**src/rtl/iss_pkg.sv**
```systemverilog
`default_nettype none

package iss_pkg;

    // field widths of the item channels
    localparam int OP_W   = 3;
    localparam int POS_W  = 5;
    localparam int DATA_W = 8;
    localparam int LEN_W  = 5;

    // default number of byte cells in the row
    localparam int CAPACITY_DEFAULT = 16;

    // operation codes carried by an input item
    typedef enum logic [OP_W-1:0] {
        OP_PUSH_FRONT = 3'd0,
        OP_PUSH_BACK  = 3'd1,
        OP_POP_FRONT  = 3'd2,
        OP_POP_BACK   = 3'd3,
        OP_INSERT     = 3'd4,
        OP_ERASE      = 3'd5,
        OP_READ       = 3'd6,
        OP_WRITE      = 3'd7
    } op_t;

    // edit broadcast along the row of cells
    typedef enum logic [1:0] {
        EDIT_HOLD   = 2'd0,
        EDIT_INSERT = 2'd1,
        EDIT_ERASE  = 2'd2,
        EDIT_WRITE  = 2'd3
    } edit_t;

    typedef struct packed {
        edit_t             kind;
        logic [DATA_W-1:0] value;
    } cell_cmd_t;

endpackage

`default_nettype wire

```
**src/rtl/iss_req_if.sv**
```systemverilog
`default_nettype none

interface iss_req_if;
    logic                       valid;
    logic                       ready;
    logic [iss_pkg::OP_W-1:0]   op;
    logic [iss_pkg::POS_W-1:0]  position;
    logic [iss_pkg::DATA_W-1:0] value;

    modport source (output valid, output op, output position, output value, input ready);
    modport sink   (input valid, input op, input position, input value, output ready);
endinterface

`default_nettype wire

```
**src/rtl/iss_rsp_if.sv**
```systemverilog
`default_nettype none

interface iss_rsp_if;
    logic                       valid;
    logic                       ready;
    logic                       ok;
    logic [iss_pkg::DATA_W-1:0] read_value;
    logic [iss_pkg::LEN_W-1:0]  length;

    modport source (output valid, output ok, output read_value, output length, input ready);
    modport sink   (input valid, input ok, input read_value, input length, output ready);
endinterface

`default_nettype wire

```
**src/rtl/iss_cell.sv**
```systemverilog
`default_nettype none

module iss_cell #(
    parameter int W     = 5,
    parameter int INDEX = 0
) (
    input  wire logic                       clk,
    input  wire iss_pkg::cell_cmd_t         cmd,
    input  wire logic [W-1:0]               pos,
    input  wire logic [W-1:0]               count,
    input  wire logic [iss_pkg::DATA_W-1:0] left_data,
    input  wire logic [iss_pkg::DATA_W-1:0] right_data,
    output      logic [iss_pkg::DATA_W-1:0] data
);

    localparam logic [W-1:0] IDX    = W'(INDEX);
    localparam logic [W-1:0] IDX_P1 = W'(INDEX + 1);

    logic [iss_pkg::DATA_W-1:0] data_reg;
    logic [iss_pkg::DATA_W-1:0] data_next;

    // pick load, shift from left, shift from right or hold
    always_comb
    begin
        data_next = data_reg;
        case (cmd.kind)
            iss_pkg::EDIT_INSERT:
            begin
                if (IDX == pos)
                    data_next = cmd.value;
                else if (IDX > pos && IDX <= count)
                    data_next = left_data;
            end
            iss_pkg::EDIT_ERASE:
            begin
                if (IDX >= pos && IDX_P1 < count)
                    data_next = right_data;
            end
            iss_pkg::EDIT_WRITE:
            begin
                if (IDX == pos)
                    data_next = cmd.value;
            end
            default:
            begin
                data_next = data_reg;
            end
        endcase
    end

    // byte storage, undefined until written
    always_ff @(posedge clk)
    begin
        data_reg <= data_next;
    end

    assign data = data_reg;

endmodule

`default_nettype wire

```
**src/rtl/iss_ctrl.sv**
```systemverilog
`default_nettype none

module iss_ctrl #(
    parameter int CAPACITY = iss_pkg::CAPACITY_DEFAULT,
    parameter int CW       = 5,
    parameter int W        = 5
) (
    input  wire logic                       clk,
    input  wire logic                       rst_n,
    input  wire logic                       accept,
    input  wire logic [iss_pkg::OP_W-1:0]   op,
    input  wire logic [iss_pkg::POS_W-1:0]  position,
    input  wire logic [iss_pkg::DATA_W-1:0] value,
    output      iss_pkg::cell_cmd_t         cmd,
    output      logic [W-1:0]               pos_eff,
    output      logic [W-1:0]               count,
    output      logic [W-1:0]               count_next,
    output      logic                       ok,
    output      logic                       is_read
);

    localparam logic [W-1:0] CAP_W = W'(CAPACITY);

    logic [CW-1:0]       count_reg;
    logic [W-1:0]        cnt;
    logic [W-1:0]        pos_w;
    iss_pkg::edit_t      kind_sel;

    assign cnt   = W'(count_reg);
    assign pos_w = W'(position);
    assign count = cnt;

    // decode the operation into an edit, its position and its check
    always_comb
    begin
        pos_eff  = pos_w;
        kind_sel = iss_pkg::EDIT_HOLD;
        ok       = 1'b0;
        is_read  = 1'b0;
        case (iss_pkg::op_t'(op))
            iss_pkg::OP_PUSH_FRONT:
            begin
                pos_eff  = '0;
                kind_sel = iss_pkg::EDIT_INSERT;
                ok       = (cnt < CAP_W);
            end
            iss_pkg::OP_PUSH_BACK:
            begin
                pos_eff  = cnt;
                kind_sel = iss_pkg::EDIT_INSERT;
                ok       = (cnt < CAP_W);
            end
            iss_pkg::OP_POP_FRONT:
            begin
                pos_eff  = '0;
                kind_sel = iss_pkg::EDIT_ERASE;
                ok       = (cnt != '0);
            end
            iss_pkg::OP_POP_BACK:
            begin
                pos_eff  = cnt - W'(1);
                kind_sel = iss_pkg::EDIT_ERASE;
                ok       = (cnt != '0);
            end
            iss_pkg::OP_INSERT:
            begin
                kind_sel = iss_pkg::EDIT_INSERT;
                ok       = (cnt < CAP_W) && (pos_w <= cnt);
            end
            iss_pkg::OP_ERASE:
            begin
                kind_sel = iss_pkg::EDIT_ERASE;
                ok       = (pos_w < cnt);
            end
            iss_pkg::OP_READ:
            begin
                is_read  = 1'b1;
                ok       = (pos_w < cnt);
            end
            iss_pkg::OP_WRITE:
            begin
                kind_sel = iss_pkg::EDIT_WRITE;
                ok       = (pos_w < cnt);
            end
            default:
            begin
                ok       = 1'b0;
            end
        endcase
    end

    // broadcast only for an accepted item that passed its check
    always_comb
    begin
        cmd.kind  = (accept && ok) ? kind_sel : iss_pkg::EDIT_HOLD;
        cmd.value = value;
    end

    // length after the operation
    always_comb
    begin
        count_next = cnt;
        if (ok && kind_sel == iss_pkg::EDIT_INSERT)
            count_next = cnt + W'(1);
        else if (ok && kind_sel == iss_pkg::EDIT_ERASE)
            count_next = cnt - W'(1);
    end

    // element count
    always_ff @(posedge clk or negedge rst_n)
    begin
        if (!rst_n)
            count_reg <= '0;
        else if (accept)
            count_reg <= count_next[CW-1:0];
    end

endmodule

`default_nettype wire

```
**src/rtl/indexed_sequence_store.sv**
```systemverilog
// an accepted item's result is registered and shown on rsp in the next cycle
// throughput: one item per cycle while rsp takes each result; every cell shifts, loads or holds in parallel
// an item is taken while a finished result waits, as long as rsp takes it too
// reset clears the element count and the result valid flag; the result payload
// and cell bytes keep whatever they hold and are never read before written
`default_nettype none

module indexed_sequence_store #(
    parameter int CAPACITY = iss_pkg::CAPACITY_DEFAULT
) (
    input wire logic   clk,
    input wire logic   rst_n,
    iss_req_if.sink    req,
    iss_rsp_if.source  rsp
);

    localparam int CW = $clog2(CAPACITY + 1);
    localparam int W  = (CW > iss_pkg::POS_W) ? CW : iss_pkg::POS_W;
    localparam int PW = iss_pkg::POS_W;
    localparam int RD = (CAPACITY < (1 << PW)) ? CAPACITY : (1 << PW);

    logic                       accept;
    iss_pkg::cell_cmd_t         cmd;
    logic [W-1:0]               pos_eff;
    logic [W-1:0]               count;
    logic [W-1:0]               count_next;
    logic                       ok;
    logic                       is_read;
    logic [iss_pkg::DATA_W-1:0] cell_data [CAPACITY];
    logic [iss_pkg::DATA_W-1:0] rd_data;

    logic                       out_valid_reg;
    logic                       ok_reg;
    logic [iss_pkg::DATA_W-1:0] read_value_reg;
    logic [iss_pkg::LEN_W-1:0]  length_reg;

    // take an item whenever the result register is free or being emptied
    assign req.ready = !out_valid_reg || rsp.ready;
    assign accept    = req.valid && req.ready;

    iss_ctrl #(
        .CAPACITY (CAPACITY),
        .CW       (CW),
        .W        (W)
    ) u_ctrl (
        .clk        (clk),
        .rst_n      (rst_n),
        .accept     (accept),
        .op         (req.op),
        .position   (req.position),
        .value      (req.value),
        .cmd        (cmd),
        .pos_eff    (pos_eff),
        .count      (count),
        .count_next (count_next),
        .ok         (ok),
        .is_read    (is_read)
    );

    // row of byte cells, each wired to its neighbours; the end cells see zero past the row
    for (genvar g = 0; g < CAPACITY; g++)
    begin : g_cell
        logic [iss_pkg::DATA_W-1:0] left_data;
        logic [iss_pkg::DATA_W-1:0] right_data;

        if (g == 0)
        begin : g_first
            assign left_data = '0;
        end
        else
        begin : g_inner_l
            assign left_data = cell_data[g-1];
        end

        if (g == CAPACITY - 1)
        begin : g_last
            assign right_data = '0;
        end
        else
        begin : g_inner_r
            assign right_data = cell_data[g+1];
        end

        iss_cell #(
            .W     (W),
            .INDEX (g)
        ) u_cell (
            .clk        (clk),
            .cmd        (cmd),
            .pos        (pos_eff),
            .count      (count),
            .left_data  (left_data),
            .right_data (right_data),
            .data       (cell_data[g])
        );
    end

    // read select over the cells a position can reach
    always_comb
    begin
        rd_data = '0;
        for (int i = 0; i < RD; i++)
        begin
            if (req.position == PW'(i))
                rd_data = rd_data | cell_data[i];
        end
    end

    // result valid flag
    always_ff @(posedge clk or negedge rst_n)
    begin
        if (!rst_n)
            out_valid_reg <= 1'b0;
        else if (accept)
            out_valid_reg <= 1'b1;
        else if (rsp.ready)
            out_valid_reg <= 1'b0;
    end

    // result payload
    always_ff @(posedge clk)
    begin
        if (accept)
        begin
            ok_reg         <= ok;
            read_value_reg <= (is_read && ok) ? rd_data : '0;
            length_reg     <= count_next[iss_pkg::LEN_W-1:0];
        end
    end

    assign rsp.valid      = out_valid_reg;
    assign rsp.ok         = ok_reg;
    assign rsp.read_value = read_value_reg;
    assign rsp.length     = length_reg;

endmodule

`default_nettype wire

```
**src/flat_wrapper.sv**
```systemverilog
// flat-port wrapper written by rule: the top's interface ports become plain ports
module indexed_sequence_store_flat 
#(
    parameter int CAPACITY = iss_pkg::CAPACITY_DEFAULT
)
  (clk, rst_n, req_valid, req_op, req_position, req_value, req_ready, rsp_valid, rsp_ok, rsp_read_value, rsp_length, rsp_ready);
  iss_req_if req_i ();
  iss_rsp_if rsp_i ();
  input wire logic clk;
  input wire logic rst_n;
  input wire logic [$bits(req_i.valid)-1:0] req_valid;
  input wire logic [$bits(req_i.op)-1:0] req_op;
  input wire logic [$bits(req_i.position)-1:0] req_position;
  input wire logic [$bits(req_i.value)-1:0] req_value;
  output wire logic [$bits(req_i.ready)-1:0] req_ready;
  output wire logic [$bits(rsp_i.valid)-1:0] rsp_valid;
  output wire logic [$bits(rsp_i.ok)-1:0] rsp_ok;
  output wire logic [$bits(rsp_i.read_value)-1:0] rsp_read_value;
  output wire logic [$bits(rsp_i.length)-1:0] rsp_length;
  input wire logic [$bits(rsp_i.ready)-1:0] rsp_ready;
  assign req_i.valid = req_valid;
  assign req_i.op = req_op;
  assign req_i.position = req_position;
  assign req_i.value = req_value;
  assign req_ready = req_i.ready;
  assign rsp_valid = rsp_i.valid;
  assign rsp_ok = rsp_i.ok;
  assign rsp_read_value = rsp_i.read_value;
  assign rsp_length = rsp_i.length;
  assign rsp_i.ready = rsp_ready;
  indexed_sequence_store #(.CAPACITY(CAPACITY)) u_core (.clk(clk), .rst_n(rst_n), .req(req_i), .rsp(rsp_i));
endmodule
```
**config.mk**
```make
export PLATFORM = sky130hd
export DESIGN_NAME = indexed_sequence_store_flat
export DESIGN_NICKNAME = d
export VERILOG_FILES = /design/src/rtl/iss_pkg.sv /design/src/rtl/iss_req_if.sv /design/src/rtl/iss_rsp_if.sv /design/src/rtl/iss_cell.sv /design/src/rtl/iss_ctrl.sv /design/src/rtl/indexed_sequence_store.sv /design/src/flat_wrapper.sv
export SDC_FILE = /design/constraint.sdc
export NUM_CORES = 1
export LEC_CHECK = 0
export ABC_CLOCK_PERIOD_IN_PS = 10660
export BUFFER_PORTS_ARGS = -buffer_cell sky130_fd_sc_hd__buf_2
export CAP_MARGIN = 5
export CORE_MARGIN = 3
export CORE_UTILIZATION = 40
export DETAILED_ROUTE_END_ITERATION = 10
export SYNTH_ARGS = -nofsm -noshare
export SYNTH_HDL_FRONTEND = slang
export SYNTH_HIERARCHICAL = 1
export SYNTH_SLANG_ARGS = --single-unit
```
**constraint.sdc**
```tcl
create_clock -name clk -period 10.66 [get_ports clk]
set_input_delay 1.599 -clock clk [delete_from_list [all_inputs] [get_ports clk]]
set_output_delay 1.599 -clock clk [all_outputs]
set_load 0.005 [all_outputs]
```
==> results, run 1 <==
- The longest clock path from root to sink contains 2 buffers.
- The final weighted congestion in routability-driven placement is 0.902.
- The TritonCTS clock tree is built.
- In this run the worst path has a maximum fanout of 101.
- Global routing used 36.6% of the available met1 tracks.
- The total buffers and inverters traversed by the critical path is 3.
- The floorplan step defined a die boundary enclosing 34200 sq um.
- A synthesized cell averages 9.75 sq um.
- For the pin with the worst max-slew slack, the measured transition is 1.35 ns.
- The most repeated library cell on the critical path is sky130_fd_sc_hd__buf_4.
- Once detail routing completed, the nets flagged for antenna violations numbered 0.
- Timing would allow up to 161 MHz.
- Once the floorplan was initialized, standard cells occupied 41.2% of the core.
- The count of final setup violators is 0.
- The cell family contributing the most delay on the critical path is buffers and inverters.
- Sorting the synthesized cells by area gives the leading types as sky130_fd_sc_hd__edfxtp_1 33%, sky130_fd_sc_hd__mux2i_1 8.8%, sky130_fd_sc_hd__a22oi_1 4.8%, sky130_fd_sc_hd__o211ai_2 3.4%, sky130_fd_sc_hd__nor2b_1 3.2%.
- Across the VDD grid, the largest voltage drop is 0.145 mV.
- The global-route wire length before repair is 65100 um.
- The routed design could run at a clock period as short as 6.20 ns.
- Global routing used 24.8% of the available tracks.
- The share of total power dissipated in sequential elements is 35.4%.
- In the final routed layout, each cell accounts on average for 25.6 um.
- The origin of the worst setup path is req_position[2].
- The kind of start point of the critical path is an input pin.
- The cell accounting for the most synthesized area is sky130_fd_sc_hd__edfxtp_1.
- The relative max-transition margin is 9.45%.
- The slowest cell on the critical path is sky130_fd_sc_hd__nor3_1.
- The post-route cell area is 13600 sq um.
- The placed cell area is 13100 sq um.
- The critical path is of the in -> reg type.
- The proportion of register bits with asynchronous set or reset after synthesis is 4.05%.
- The number of cells in the design after placement is 1658.
- The final total negative setup slack is 0 ns.
- The number of hold violations in the final report is 0.
- The maximum number of pins on one net before global-route repair is 168.
- The post-route core utilization is 43.9%.
- In the final layout, the share of cells above drive strength 1 is 15.5%.
- For this design the total switching power over the nets is 861 uW.
- The run finished with clean final reports.
- For this run, design rule violations remaining after detail routing come to 0.
- After global routing, the most crowded layer is met2.
- The required time at the endpoint of the critical path is 10.71 ns.
- The net switching fraction of the power is 39.3%.
- The synthesized flop and latch total is 148.
- Clock skew on the completed layout was measured at 0.0131 ns.
- For this run, the leading register cell type out of synthesis is sky130_fd_sc_hd__edfxtp_1.
- The critical path goes through buf_2, ha_1, nor2_1, a211oi_1, o32a_1, a21oi_4, and2_1, a21boi_4, buf_4, buf_4, a21oi_1, nor3_1.
- The number of cells produced by synthesis is 1313.
- The number of antenna diodes is 0.
- After the flow finishes, the layout carries non-filler instances totaling 1690.
- The via count is 11300.
- The number of placement rows is 64.
- Leaving out fill and tap cells, the most frequent cell in the layout is sky130_fd_sc_hd__edfxtp_1.
- The synthesized design contains 142 enable-type register cells.
- In the global route stage, met3 resource usage came out at 3.61%.
- Counting cells, the worst reg-to-reg path comes to 13.
- Setup repair after global routing left no endpoint under its margin.
- The minimum setup slack among reg-to-reg paths is 5.28 ns.
- The critical path depth is 12.
- The port buffer count is 35.
- The cell internal power dissipation is 1330 uW.
- The count of hold-fix buffers inserted at cts is 0.
- The floorplan die width is 185 um.
- The routed via count divided by cell count is 6.67.
- Dividing total power by cell area gives a power density of 161 nW/um^2.
- The detailed placer's ending HPWL is 27500 um.
- The proportion of power drawn by combinational gates is 37.1%.
- The post-CTS setup buffer count is 0.
- In this run the worst hold path is classified as reg -> reg.
- The clock reaches the later pin of the worst-skew pair after 0.44 ns.
- The root buffer cell chosen for the clock tree is sky130_fd_sc_hd__clkbuf_16.
- The count of yosys warnings during synthesis is 6.
- The area of the core region is 31100 sq um.
- The kind of capture point of the worst setup path is a flip-flop.
- The die is 185 um tall.
- The met2 track utilization from global routing is 37.8%.
- At the end of the flow, the number of nets in the layout was 1308.
- The H-tree generated during clock tree synthesis spans 4 levels.
- The detailed router finished its first iteration with 1694 violations.
- Relative to the synthesized area, the layout overhead comes to 6.47%.
- The number of max-slew violations in the final report is 0.
- The top-level port count is 36.
- STA puts the critical path data arrival time at 6.25 ns.
- The analysis attributes to cell leakage a power of 0.00462 uW.
- The tool flagged a number of max-cap violations equal to 0.
- After detailed routing, the total wire length is 43300 um.
- After layout, the worst path uses 58.2% of the clock period.
- The number of antenna violations at the first check in global routing was 1.
- The netlist uses 114 different library cells.
- The share of synthesized area in the top cell type comes to 33.3%.
- After clock tree synthesis, the clock-pin slew on the worst setup and hold paths is 0.07 ns.
- After synthesis the cells add up to 12800 sq um.
- The fraction of power consumed by the clock network is 27.5%.
- After synthesis, flip-flops and latches occupy 34.5% of the total area.
- In the layout the commonest cells are 142 x sky130_fd_sc_hd__edfxtp_1, 112 x sky130_fd_sc_hd__mux2i_1, 82 x sky130_fd_sc_hd__a22oi_1.
- The total clock buffers created by CTS is 17.
- For this run, the detailed router's first-pass iteration total came to 5.
- The critical register-to-register path startpoint is u_core/u_ctrl/count[2]$_DFFE_PN0P_.
- The most critical setup path has its endpoint at u_core/g_cell[0].u_cell/data[2]$_DFFE_PP_.
- The number of global-route vias before repair is 10300.
- Power comes to 2190 uW.
- The global route total overflow is 0.
- The number of gates resized after CTS is 0.
- The destination of the worst register-to-register timing path is u_core/g_cell[0].u_cell/data[2]$_DFFE_PP_.
- The tree built by TritonCTS fans out to 148 sinks.
- The largest stage delay on the critical path is 0.86 ns.
- The register with the most flip-flops in the layout has 128 of them.
synth_stat cells, types with 8 or more instances:
cell type and n:
sky130_fd_sc_hd__edfxtp_1 142, sky130_fd_sc_hd__mux2i_1 112, sky130_fd_sc_hd__a22oi_1 82, sky130_fd_sc_hd__nand2_1 74
sky130_fd_sc_hd__o21ai_0 72, sky130_fd_sc_hd__nor2b_1 66, sky130_fd_sc_hd__nand2b_1 55, sky130_fd_sc_hd__clkbuf_1 42
sky130_fd_sc_hd__nor2_1 40, sky130_fd_sc_hd__buf_2 37, sky130_fd_sc_hd__and3_1 36, sky130_fd_sc_hd__o211ai_2 35
sky130_fd_sc_hd__o31a_1 34, sky130_fd_sc_hd__inv_1 28, sky130_fd_sc_hd__a31oi_1 27, sky130_fd_sc_hd__nand3_1 27
sky130_fd_sc_hd__a21oi_1 23, sky130_fd_sc_hd__nand4b_1 19, sky130_fd_sc_hd__a21boi_1 16, sky130_fd_sc_hd__nor3_1 15
sky130_fd_sc_hd__buf_6 14, sky130_fd_sc_hd__o21ai_1 14, sky130_fd_sc_hd__buf_4 12, sky130_fd_sc_hd__o211ai_1 12
sky130_fd_sc_hd__a2111oi_0 11, sky130_fd_sc_hd__nand3b_1 11, sky130_fd_sc_hd__and2_1 10, sky130_fd_sc_hd__o22ai_1 10
sky130_fd_sc_hd__and3_2 8, sky130_fd_sc_hd__buf_1 8, sky130_fd_sc_hd__mux2_2 8, sky130_fd_sc_hd__o311ai_0 8
sky130_fd_sc_hd__or3_1 8, sky130_fd_sc_hd__xnor2_1 8
power by group through the flow:
| stage | Combinational [uW] | Sequential, uW | Clock [uW] |
|---|---|---|---|
| floorplan | 562 | 791 | 0 |
| global placement | 786 | 786 | 0 |
| detailed placement | 796 | 785 | 0 |
| CTS | 798 | 773 | 603 |
| global route | 880 | 778 | 628 |
| finish | 813 | 776 | 601 |
metrics by stage:
stage / worst slack [ns] / hold slack (ns)
5_1_grt: 4.13 / 0.589
2_1_floorplan: 4.34 / 0.537
3_3_place_gp: 4.29 / 0.506
4_1_cts: 4.58 / 0.538
6_report: 4.46 / 0.533
3_5_place_dp: 4.15 / 0.520
worst min-delay path, cell delays in order, from the launching register on:
cell and delay (ns):
sky130_fd_sc_hd__dfrtp_1 0.35, sky130_fd_sc_hd__nand2b_1 0.08, sky130_fd_sc_hd__nand2b_1 0.07
cells by family (layout without fill, tap and decap cells):
| family | count (synthesis) | count (layout) | share of synthesized area (%) |
|---|---|---|---|
| buf+inv | 148 | 114 | 6.32 |
| compound gates | 433 | 433 | 26.0 |
| simple gates | 434 | 434 | 20.7 |
| mux | 131 | 131 | 11.0 |
| fa+ha+maj | 7 | 7 | 0.684 |
| other cells | 1 | 16 | 0.0293 |
| xor+xnor | 11 | 11 | 0.752 |
| flops | 148 | 148 | 34.5 |
routing by layer:
layer	up-vias	routed length, um
met5	-	13
met3	74	4120
met4	2	1060
li1	5032	-
met2	651	19300
met1	5509	18800
worst min path at each step:
stage                                            start                           end  slack (ns)  cells after the start
after floorplan           u_core/rsp.valid$_DFFE_PN0P_  u_core/rsp.valid$_DFFE_PN0P_        0.54                      2
after global placement    u_core/rsp.valid$_DFFE_PN0P_  u_core/rsp.valid$_DFFE_PN0P_        0.51                      2
after detailed placement  u_core/rsp.valid$_DFFE_PN0P_  u_core/rsp.valid$_DFFE_PN0P_        0.52                      2
after CTS                 u_core/rsp.valid$_DFFE_PN0P_  u_core/rsp.valid$_DFFE_PN0P_        0.54                      2
after global routing      u_core/rsp.valid$_DFFE_PN0P_  u_core/rsp.valid$_DFFE_PN0P_        0.59                      2
final                     u_core/rsp.valid$_DFFE_PN0P_  u_core/rsp.valid$_DFFE_PN0P_        0.53                      2
cell type report:
type / instances / area, sq um
fillers: 2998 / 17400
multi-input cells: 1032 / 7720
flip-flops and latches: 148 / 4410
well taps: 396 / 495
clock buffers: 20 / 479
repair buffers: 54 / 330
inverters: 28 / 105
clock inverters: 12 / 92.6
No activity file was read; power rests on OpenSTA's default activity.
==> inputs of run 2 (changes only) <==
Settings changed: ABC_CLOCK_PERIOD_IN_PS 10660 to 5600.
Clock period 10.66 ns to 5.6 ns, I/O delays scaled along.
==> run 2 against run 1 <==
Compared with the run above: die area unchanged; sequential cell count unchanged; clock power increased by 91%; clock-buffer cell count decreased by 2; final area increased by 1.3%; largest cell class unchanged.
==> results, run 2 (synthesized netlist as in run 1, its figures left out) <==
- Outcome: finished clean (unchanged).
- The largest fanout on the critical path came to 62 (was 101).
- The area growth from synthesis to final layout is 7.86% (was 6.47%).
- The height of the die came to 185 um (unchanged).
- The number of cells in the design after placement was 1679 (was 1658).
- The data arrival time of the critical path is 4.77 ns (was 6.25 ns).
- The maximum vdd ir drop is 0.209 mV (was 0.145 mV).
- The maximum number of pins on one net before global-route repair is 83 (was 168).
- The number of flip-flops in the largest register is 128 (unchanged).
- The number of maximum-capacitance violations is 0 (unchanged).
- The routed via count divided by cell count is 6.62 (was 6.67).
- The global-route wire length before repair was 65800 um (was 65100 um).
- The register share of total power was 35.2% (was 35.4%).
- The most repeated library cell on the critical path is sky130_fd_sc_hd__nand3_1 (was sky130_fd_sc_hd__buf_4).
- The count of TritonRoute iterations in the first routing pass came to 5 (unchanged).
- The register clock-pin slew on the reported worst setup and hold paths came to 0.07 ns (about the same).
- The detailed placer's ending HPWL is 29400 um (was 27500 um).
- The largest stage delay on the critical path came to 0.75 ns (was 0.86 ns).
- The port buffer count is 35 (unchanged).
- The via count is 11300 (about the same).
- The kind of start point of the critical path is an input pin (unchanged).
- The final period utilization is 83.6%.
- The count of final setup violators was 0 (unchanged).
- The peak clock frequency supported by timing is 214 MHz.
- The worst path needs 4.68 ns of the cycle, external delays included.
- The number of design rule violations left after detail routing is 0 (unchanged).
- The worst-margin pin slew is 1.23 ns (was 1.35 ns).
- The area taken by multi-input logic gates came to 7720 sq um (unchanged).
- The power density over the cells is 306 nW/um^2 (was 161 nW/um^2).
- The clock sink count is 148 (unchanged).
- The logic depth of the worst register-to-register path came to 12 (was 13).
- The floorplan die width is 185 um (unchanged).
- The final weighted congestion in routability-driven placement came to 0.968 (was 0.902).
- The number of max-slew violations in the final report is 0 (unchanged).
- The violation count after the first detailed-route iteration is 1566 (was 1694).
- The final-layout fill cell count was 3005 (was 2998).
- The total clock buffers created by CTS is 17 (unchanged).
- The net switching power is 1640 uW (was 861 uW).
- The remaining antenna violation count came to 0 (unchanged).
- The maximum root-to-sink buffer count is 2 (unchanged).
- The count of hold-fix buffers inserted at cts is 0 (unchanged).
- The area of the die is 34200 sq um (unchanged).
- The number of placement rows is 64 (unchanged).
- The clock skew is 0.0171 ns (was 0.0131 ns).
- Cell Chain, Critical Path: buf_2, ha_1, nand2_1, a211oi_1, o32a_1, a21oi_4, and2_1, a21boi_4, buf_4, nor2_1, nand3_1, nand3_1 (was buf_2, ha_1, nor2_1, a211oi_1, o32a_1, a21oi_4, and2_1, a21boi_4, buf_4, buf_4, a21oi_1, nor3_1).
- The type of the tightest min-delay check is in -> async (was reg -> reg).
- The number of antenna diodes is 0 (unchanged).
- The kind of capture point of the worst setup path is a flip-flop (unchanged).
- The total length of routed wires is 44200 um (was 43300 um).
- The number of antenna violations at the first check in global routing was 0 (was 1).
- The number of H-tree levels is 4 (unchanged).
- The number of gates resized after CTS is 0 (unchanged).
- The global route total overflow is 0 (unchanged).
- The post-route cell area is 13800 sq um (was 13600 sq um).
- The post-CTS setup buffer count is 0 (unchanged).
- The net switching fraction of the power is 38.9% (was 39.3%).
- The mean routed wirelength per cell is 25.9 um (was 25.6 um).
- The area of the core region is 31100 sq um (unchanged).
- The final total negative setup slack is 0 ns (unchanged).
- The number of hold violations in the final report came to 0 (unchanged).
- The commonest non-fill, non-tap cell in the layout is sky130_fd_sc_hd__edfxtp_1 (unchanged).
- The placed cell area came to 13200 sq um (was 13100 sq um).
- The top-level port count was 36 (unchanged).
- The area used by sequential logic in the layout is 4410 sq um (unchanged).
- The clock latency reported for the late side of the worst-skew pair is 0.45 ns (was 0.44 ns).
- The root buffer cell is sky130_fd_sc_hd__clkbuf_16 (unchanged).
- The cell internal power dissipation was 2580 uW (was 1330 uW).
- The post-layout instance count excluding filler cells is 1711 (was 1690).
- The kind of critical path is in -> reg (unchanged).
- The proportion of power drawn by combinational gates is 37.5% (was 37.1%).
- The TritonCTS clock tree is built (unchanged).
- The fraction of power consumed by the clock network is 27.3% (was 27.5%).
- Unrepaired setup endpoints after global routing: false (unchanged).
- The fraction of final layout cells sized beyond drive strength 1 is 16.7% (was 15.5%).
- Highest-count cells in the layout ignoring fill and taps: 142 x sky130_fd_sc_hd__edfxtp_1, 112 x sky130_fd_sc_hd__mux2i_1, 82 x sky130_fd_sc_hd__a22oi_1 (unchanged).
- The final net count came to 1329 (was 1308).
- The initial standard-cell utilization of the core is 41.2% (unchanged).
- The required time at the endpoint of the critical path is 5.69 ns (was 10.71 ns).
- The total global-route track usage is 25.3% (was 24.8%).
- The number of global-route vias before repair is 10400 (was 10300).
- The static leakage was 0.00473 uW (was 0.00462 uW).
- The relative max-transition margin is 17.3% (was 9.45%).
- The overall power is 4220 uW (was 2190 uW).
- The slowest cell on the critical path was sky130_fd_sc_hd__a21boi_4 (was sky130_fd_sc_hd__nor3_1).
run 2: cell count changes in the layout (fill, tap and decap cells not counted), sizes merged:
cell,previous run,this run
clkbuf,20,18
inv,32,29
clkinvlp,4,2
clkinv,4,9
bufinv,0,2
buf,54,75
run 2: worst max-delay path, delay by kind of cell:
family / cells / cell delay (ns)
adder cells (fa/ha/maj): 1 / 0.34
AO/OA/AOI/OAI: 4 / 1.63
AND/OR/NAND/NOR: 5 / 0.81
buffers and inverters: 2 / 1.12
run 2: cell type report:
cell class / count / share of cell area [%]
multi-input cells: 1032 / 55.9
flip-flops and latches: 148 / 32.0
well taps: 396 / 3.59
repair buffers: 75 / 3.71
clock buffers: 18 / 3.11
inverters: 28 / 0.761
clock inverters: 14 / 0.996
run 2: worst paths after layout:
kind | start | to | slack (ns)
worst max register to register | u_core/u_ctrl/count[0]$_DFFE_PN0P_ | u_core/g_cell[15].u_cell/data[4]$_DFFE_PP_ | 1.04
worst max-delay path | req_position[3] | u_core/g_cell[15].u_cell/data[4]$_DFFE_PP_ | 0.92
worst min register to register | u_core/rsp.valid$_DFFE_PN0P_ | u_core/rsp.valid$_DFFE_PN0P_ | 0.53
min in group clk | u_core/rsp.valid$_DFFE_PN0P_ | u_core/rsp.valid$_DFFE_PN0P_ | 0.53
max in group asynchronous | rst_n | u_core/u_ctrl/count[1]$_DFFE_PN0P_ | 5.25
worst min-delay path | rst_n | u_core/u_ctrl/count[0]$_DFFE_PN0P_ | 0.20
run 2: layer usage:
layer / track usage [%] / wire, um / share of wire (%)
met1: 36.6 / 19300 / 44
met3: 4.93 / 4070 / 9.2
met2: 38.4 / 19500 / 44
met4: 7.80 / 1280 / 2.9
met5: 0 / 0 / 0
run 2: power by group through the flow:
stage	clock network (uW)	logic, uW	registers [uW]
2_1_floorplan	0	1070	1510
3_3_place_gp	0	1520	1500
3_5_place_dp	0	1540	1500
4_1_cts	1170	1540	1480
5_1_grt	1210	1700	1490
6_report	1150	1580	1480
run 2: per-stage QoR:
| stage | utilization (%) | setup WS [ns] | hold slack (ns) |
|---|---|---|---|
| 2_1_floorplan | - | 0.0425 | 0.537 |
| 3_5_place_dp | 42.6 | 0.530 | 0.519 |
| 6_report | 44.5 | 0.919 | 0.195 |
| 3_3_place_gp | 42.6 | 0.579 | 0.508 |
| 5_1_grt | 44.5 | 0.643 | 0.195 |
| 4_1_cts | 44.5 | 0.959 | 0.189 |
==> inputs of run 3 (changes only) <==
Settings changed: ABC_AREA set to 1, ABC_CLOCK_PERIOD_IN_PS 5600 to 3800.
Clock period 5.6 ns to 3.8 ns, I/O delays scaled along.
==> run 3 against run 2 <==
Compared with the run above: final cell count increased by 52%; routed wire length is 9.3% higher; combinational power increased by 79%; critical path type is now reg -> reg; sequential share of layout area is 2.9 points lower; critical endpoint is now u_core/g_cell[10].u_cell/data[5]$_DFFE_PP_; final area rose by 10%; largest cell class unchanged.
==> results, run 3 <==
- The count of hold-fix buffers inserted at cts is 1 (was 0).
- The floorplan die width is 191 um (was 185 um).
- The number of flip-flops in the largest register is 128 (unchanged).
- The most instantiated flip-flop cell in the synthesis netlist is sky130_fd_sc_hd__edfxtp_1 (unchanged).
- The number of global-route vias before repair was 13000 (was 10400).
- The maximum root-to-sink buffer count is 2 (unchanged).
- The worst-margin pin slew is 1.09 ns (was 1.23 ns).
- The sequential element share of the synthesized area is 32.4% (was 34.5%).
- The maximum vdd ir drop is 0.340 mV (was 0.209 mV).
- The cell accounting for the most synthesized area is sky130_fd_sc_hd__edfxtp_1 (unchanged).
- The final hold slack is 0.343 ns (was 0.195 ns).
- The final period utilization is 89.8%.
- Outcome: finished clean (unchanged).
- The total length of routed wires is 48300 um (was 44200 um).
- The number of gates resized after CTS is 0 (unchanged).
- The maximum number of pins on one net before global-route repair is 50 (was 83).
- The relative max-transition margin is 27.5% (was 17.3%).
- The end of the worst hold path is u_core/rsp.valid$_DFFE_PN0P_.
- The top-level port count is 36 (unchanged).
- Highest-count cells in the layout ignoring fill and taps: 551 x sky130_fd_sc_hd__nand2_1, 402 x sky130_fd_sc_hd__inv_1, 364 x sky130_fd_sc_hd__nand3_1 (was 142 x sky130_fd_sc_hd__edfxtp_1, 112 x sky130_fd_sc_hd__mux2i_1, 82 x sky130_fd_sc_hd__a22oi_1).
- The TritonCTS clock tree is built (unchanged).
- The power density over the cells is 438 nW/um^2 (was 306 nW/um^2).
- The port buffer count is 35 (unchanged).
- The number of maximum-capacitance violations came to 0 (unchanged).
- The count of yosys warnings during synthesis is 6 (unchanged).
- The kind of critical path is reg -> reg (was in -> reg).
- The area growth from synthesis to final layout came to 11.6% (was 7.86%).
- The clock latency reported for the late side of the worst-skew pair is 0.45 ns (about the same).
- The data arrival time of the critical path is 3.71 ns (was 4.77 ns).
- The logic depth of the worst register-to-register path came to 19 (was 12).
- The number of cells in the design after placement is 2571 (was 1679).
- The critical register-to-register path startpoint was u_core/u_ctrl/count[3]$_DFFE_PN0P_ (was u_core/u_ctrl/count[0]$_DFFE_PN0P_).
- The area of the die is 36300 sq um (was 34200 sq um).
- The global route total overflow is 0 (unchanged).
- The height of the die came to 191 um (was 185 um).
- The required time at the endpoint of the critical path is 4.10 ns (was 5.69 ns).
- The number of hold violations in the final report came to 0 (unchanged).
- The peak clock frequency supported by timing is 293 MHz.
- The clock skew is 0.0171 ns (about the same).
- The post-route cell area is 15200 sq um (was 13800 sq um).
- The count of TritonRoute iterations in the first routing pass is 6 (was 5).
- The post-layout instance count excluding filler cells was 2604 (was 1711).
- The number of antenna diodes is 0 (unchanged).
- The area share of the largest cell type after synthesis came to 31.3% (was 33.3%).
- The number of distinct library cells after synthesis is 44 (was 114).
- The final-layout fill cell count is 3403 (was 3005).
- The proportion of register bits with asynchronous set or reset after synthesis came to 4.05% (unchanged).
- The via count is 14200 (was 11300).
- The kind of capture point of the worst setup path was a flip-flop (unchanged).
- The number of max-slew violations in the final report is 0 (unchanged).
- The detailed placer's ending HPWL came to 34300 um (was 29400 um).
- The commonest non-fill, non-tap cell in the layout is sky130_fd_sc_hd__nand2_1 (was sky130_fd_sc_hd__edfxtp_1).
- The minimum setup slack among reg-to-reg paths is 0.39 ns (was 1.04 ns).
- The final weighted congestion in routability-driven placement is 0.968 (about the same).
- The number of placement rows is 66 (was 64).
- The cell depth of the worst min-delay path is 3.
- The total global-route track usage is 26.7% (was 25.3%).
- The routed via count divided by cell count is 5.46 (was 6.62).
- The violation count after the first detailed-route iteration was 2079 (was 1566).
- The largest fanout on the critical path was 21 (was 62).
- The post-CTS setup buffer count was 0 (unchanged).
- The minimum clock period is 3.41 ns.
- The placed cell area is 14600 sq um (was 13200 sq um).
- The kind of start point of the critical path is a flip-flop (was input pin).
- The total clock buffers created by CTS was 17 (unchanged).
- The mean routed wirelength per cell is 18.6 um (was 25.9 um).
- The average cell area after synthesis is 6.52 sq um (was 9.75 sq um).
- The overall power came to 6670 uW (was 4220 uW).
- The type of the tightest min-delay check is in -> reg (was in -> async).
- The static leakage is 0.00743 uW (was 0.00473 uW).
- The final net count is 2176 (was 1329).
- The synthesized area is 13600 sq um (was 12800 sq um).
- The number of design rule violations left after detail routing is 0 (unchanged).
- The global-route wire length before repair is 75100 um (was 65800 um).
- The cell with the most instances after synthesis is sky130_fd_sc_hd__nand2_1 (was sky130_fd_sc_hd__edfxtp_1).
- Top post-synthesis cells by area: sky130_fd_sc_hd__edfxtp_1 31%, sky130_fd_sc_hd__nand2_1 15%, sky130_fd_sc_hd__nand3_1 13%, sky130_fd_sc_hd__inv_1 11%, sky130_fd_sc_hd__nand4_1 4.6% (was sky130_fd_sc_hd__edfxtp_1 33%, sky130_fd_sc_hd__mux2i_1 8.8%, sky130_fd_sc_hd__a22oi_1 4.8%, sky130_fd_sc_hd__o211ai_2 3.4%, sky130_fd_sc_hd__nor2b_1 3.2%).
- The number of enable-type register cells in the synthesized netlist came to 142 (unchanged).
- The initial standard-cell utilization of the core is 41.3% (was 41.2%).
- The synthesized flop and latch total is 148 (unchanged).
- The destination of the worst register-to-register timing path is u_core/g_cell[10].u_cell/data[5]$_DFFE_PP_ (was u_core/g_cell[15].u_cell/data[4]$_DFFE_PP_).
- The area of the core region was 33000 sq um (was 31100 sq um).
- The number of antenna violations at the first check in global routing is 0 (unchanged).
- The register clock-pin slew on the reported worst setup and hold paths was 0.06 ns (was 0.07 ns).
- Unrepaired setup endpoints after global routing: false (unchanged).
- The final total negative setup slack is 0 ns (unchanged).
- The root buffer cell is sky130_fd_sc_hd__clkbuf_16 (unchanged).
- The clock sink count is 148 (unchanged).
- The origin of the worst min-delay path is req_valid.
- The number of cells produced by synthesis came to 2093 (was 1313).
- The fraction of final layout cells sized beyond drive strength 1 is 12.7% (was 16.7%).
- The remaining antenna violation count is 0 (unchanged).
- The number of H-tree levels is 4 (unchanged).
- The count of final setup violators came to 0 (unchanged).
- Most common library cells after synthesis: 555 x sky130_fd_sc_hd__nand2_1, 406 x sky130_fd_sc_hd__inv_1, 364 x sky130_fd_sc_hd__nand3_1 (was 142 x sky130_fd_sc_hd__edfxtp_1, 112 x sky130_fd_sc_hd__mux2i_1, 82 x sky130_fd_sc_hd__a22oi_1).
run 3: changes by cell type in the layout (fill, tap and decap cells not counted), sizes merged, moves of 99 or more:
cell,previous run,this run
mux2i,112,0
nand2,74,577
nand3,28,382
inv,29,446
nor2,41,175
nand4,2,101
run 3: how the worst max path moves through the flow:
stage,from,endpoint,cells after the start
2_1_floorplan,req_op[2],u_core/g_cell[10].u_cell/data[0]$_DFFE_PP_,7
3_3_place_gp,req_position[4],u_core/g_cell[11].u_cell/data[6]$_DFFE_PP_,20
3_5_place_dp,req_position[4],u_core/g_cell[11].u_cell/data[3]$_DFFE_PP_,20
4_1_cts,u_core/u_ctrl/count[4]$_DFFE_PN0P_,u_core/g_cell[10].u_cell/data[5]$_DFFE_PP_,19
5_1_grt,u_core/u_ctrl/count[4]$_DFFE_PN0P_,u_core/g_cell[11].u_cell/data[2]$_DFFE_PP_,20
6_report,u_core/u_ctrl/count[3]$_DFFE_PN0P_,u_core/g_cell[10].u_cell/data[5]$_DFFE_PP_,19
run 3: critical path, cell delays in order, from the launching register on:
cell and delay, ns:
sky130_fd_sc_hd__dfrtp_2 0.40, sky130_fd_sc_hd__inv_1 0.14, sky130_fd_sc_hd__ha_1 0.25, sky130_fd_sc_hd__nand2_1 0.10, sky130_fd_sc_hd__nor2_1 0.07, sky130_fd_sc_hd__nand2_1 0.07, sky130_fd_sc_hd__nand3_1 0.06, sky130_fd_sc_hd__nand2_1 0.07
sky130_fd_sc_hd__nand2_1 0.08, sky130_fd_sc_hd__nand2_4 0.12, sky130_fd_sc_hd__nand2_2 0.08, sky130_fd_sc_hd__inv_1 0.11, sky130_fd_sc_hd__nand2_1 0.14, sky130_fd_sc_hd__nor2_4 0.45, sky130_fd_sc_hd__buf_4 0.36, sky130_fd_sc_hd__inv_2 0.13
sky130_fd_sc_hd__or2_1 0.33, sky130_fd_sc_hd__o22ai_1 0.15, sky130_fd_sc_hd__inv_1 0.06, sky130_fd_sc_hd__nand2_1 0.09
run 3: metal layers:
metal | GRT usage [%] | vias to the layer above | wire, um
li1 | - | 6838 | -
met1 | 38.3 | 6516 | 21100
met2 | 41.1 | 774 | 20800
met3 | 4.83 | 92 | 5080
met4 | 8.16 | 0 | 1340
met5 | 0 | - | 0
run 3: logic make-up after synthesis:
| group | count (synthesis) | share of synthesized area [%] |
|---|---|---|
| AOI/OAI and AO/OA | 174 | 7.31 |
| xor gates and xnor gates | 5 | 0.376 |
| adders and majority gates | 7 | 0.642 |
| buffers and inverters | 516 | 15.6 |
| DFF | 148 | 32.4 |
| other | 1 | 0.0275 |
| and+or+nand+nor | 1242 | 43.7 |
run 3: cell type report:
cell class	count	area, sq um	area share (%)
Inverter	453	1710	11.2
Multi-Input combinational cell	1444	7360	48.3
Tap cell	442	553	3.63
Clock inverter	15	140	0.920
Clock buffer	17	425	2.79
Sequential cell	148	4420	29.0
Timing Repair Buffer	85	616	4.04
run 3: metrics by stage:
step	utilization [%]	worst slack, ns
2_1_floorplan	-	-0.450
3_3_place_gp	44.3	0.285
3_5_place_dp	44.3	0.239
4_1_cts	46.1	0.466
5_1_grt	46.1	0.111
6_report	46.1	0.388
run 3: report_power, final:
group	switching, uW	internal (uW)
clock	704	955
sequential	149	2040
combinational	2020	808
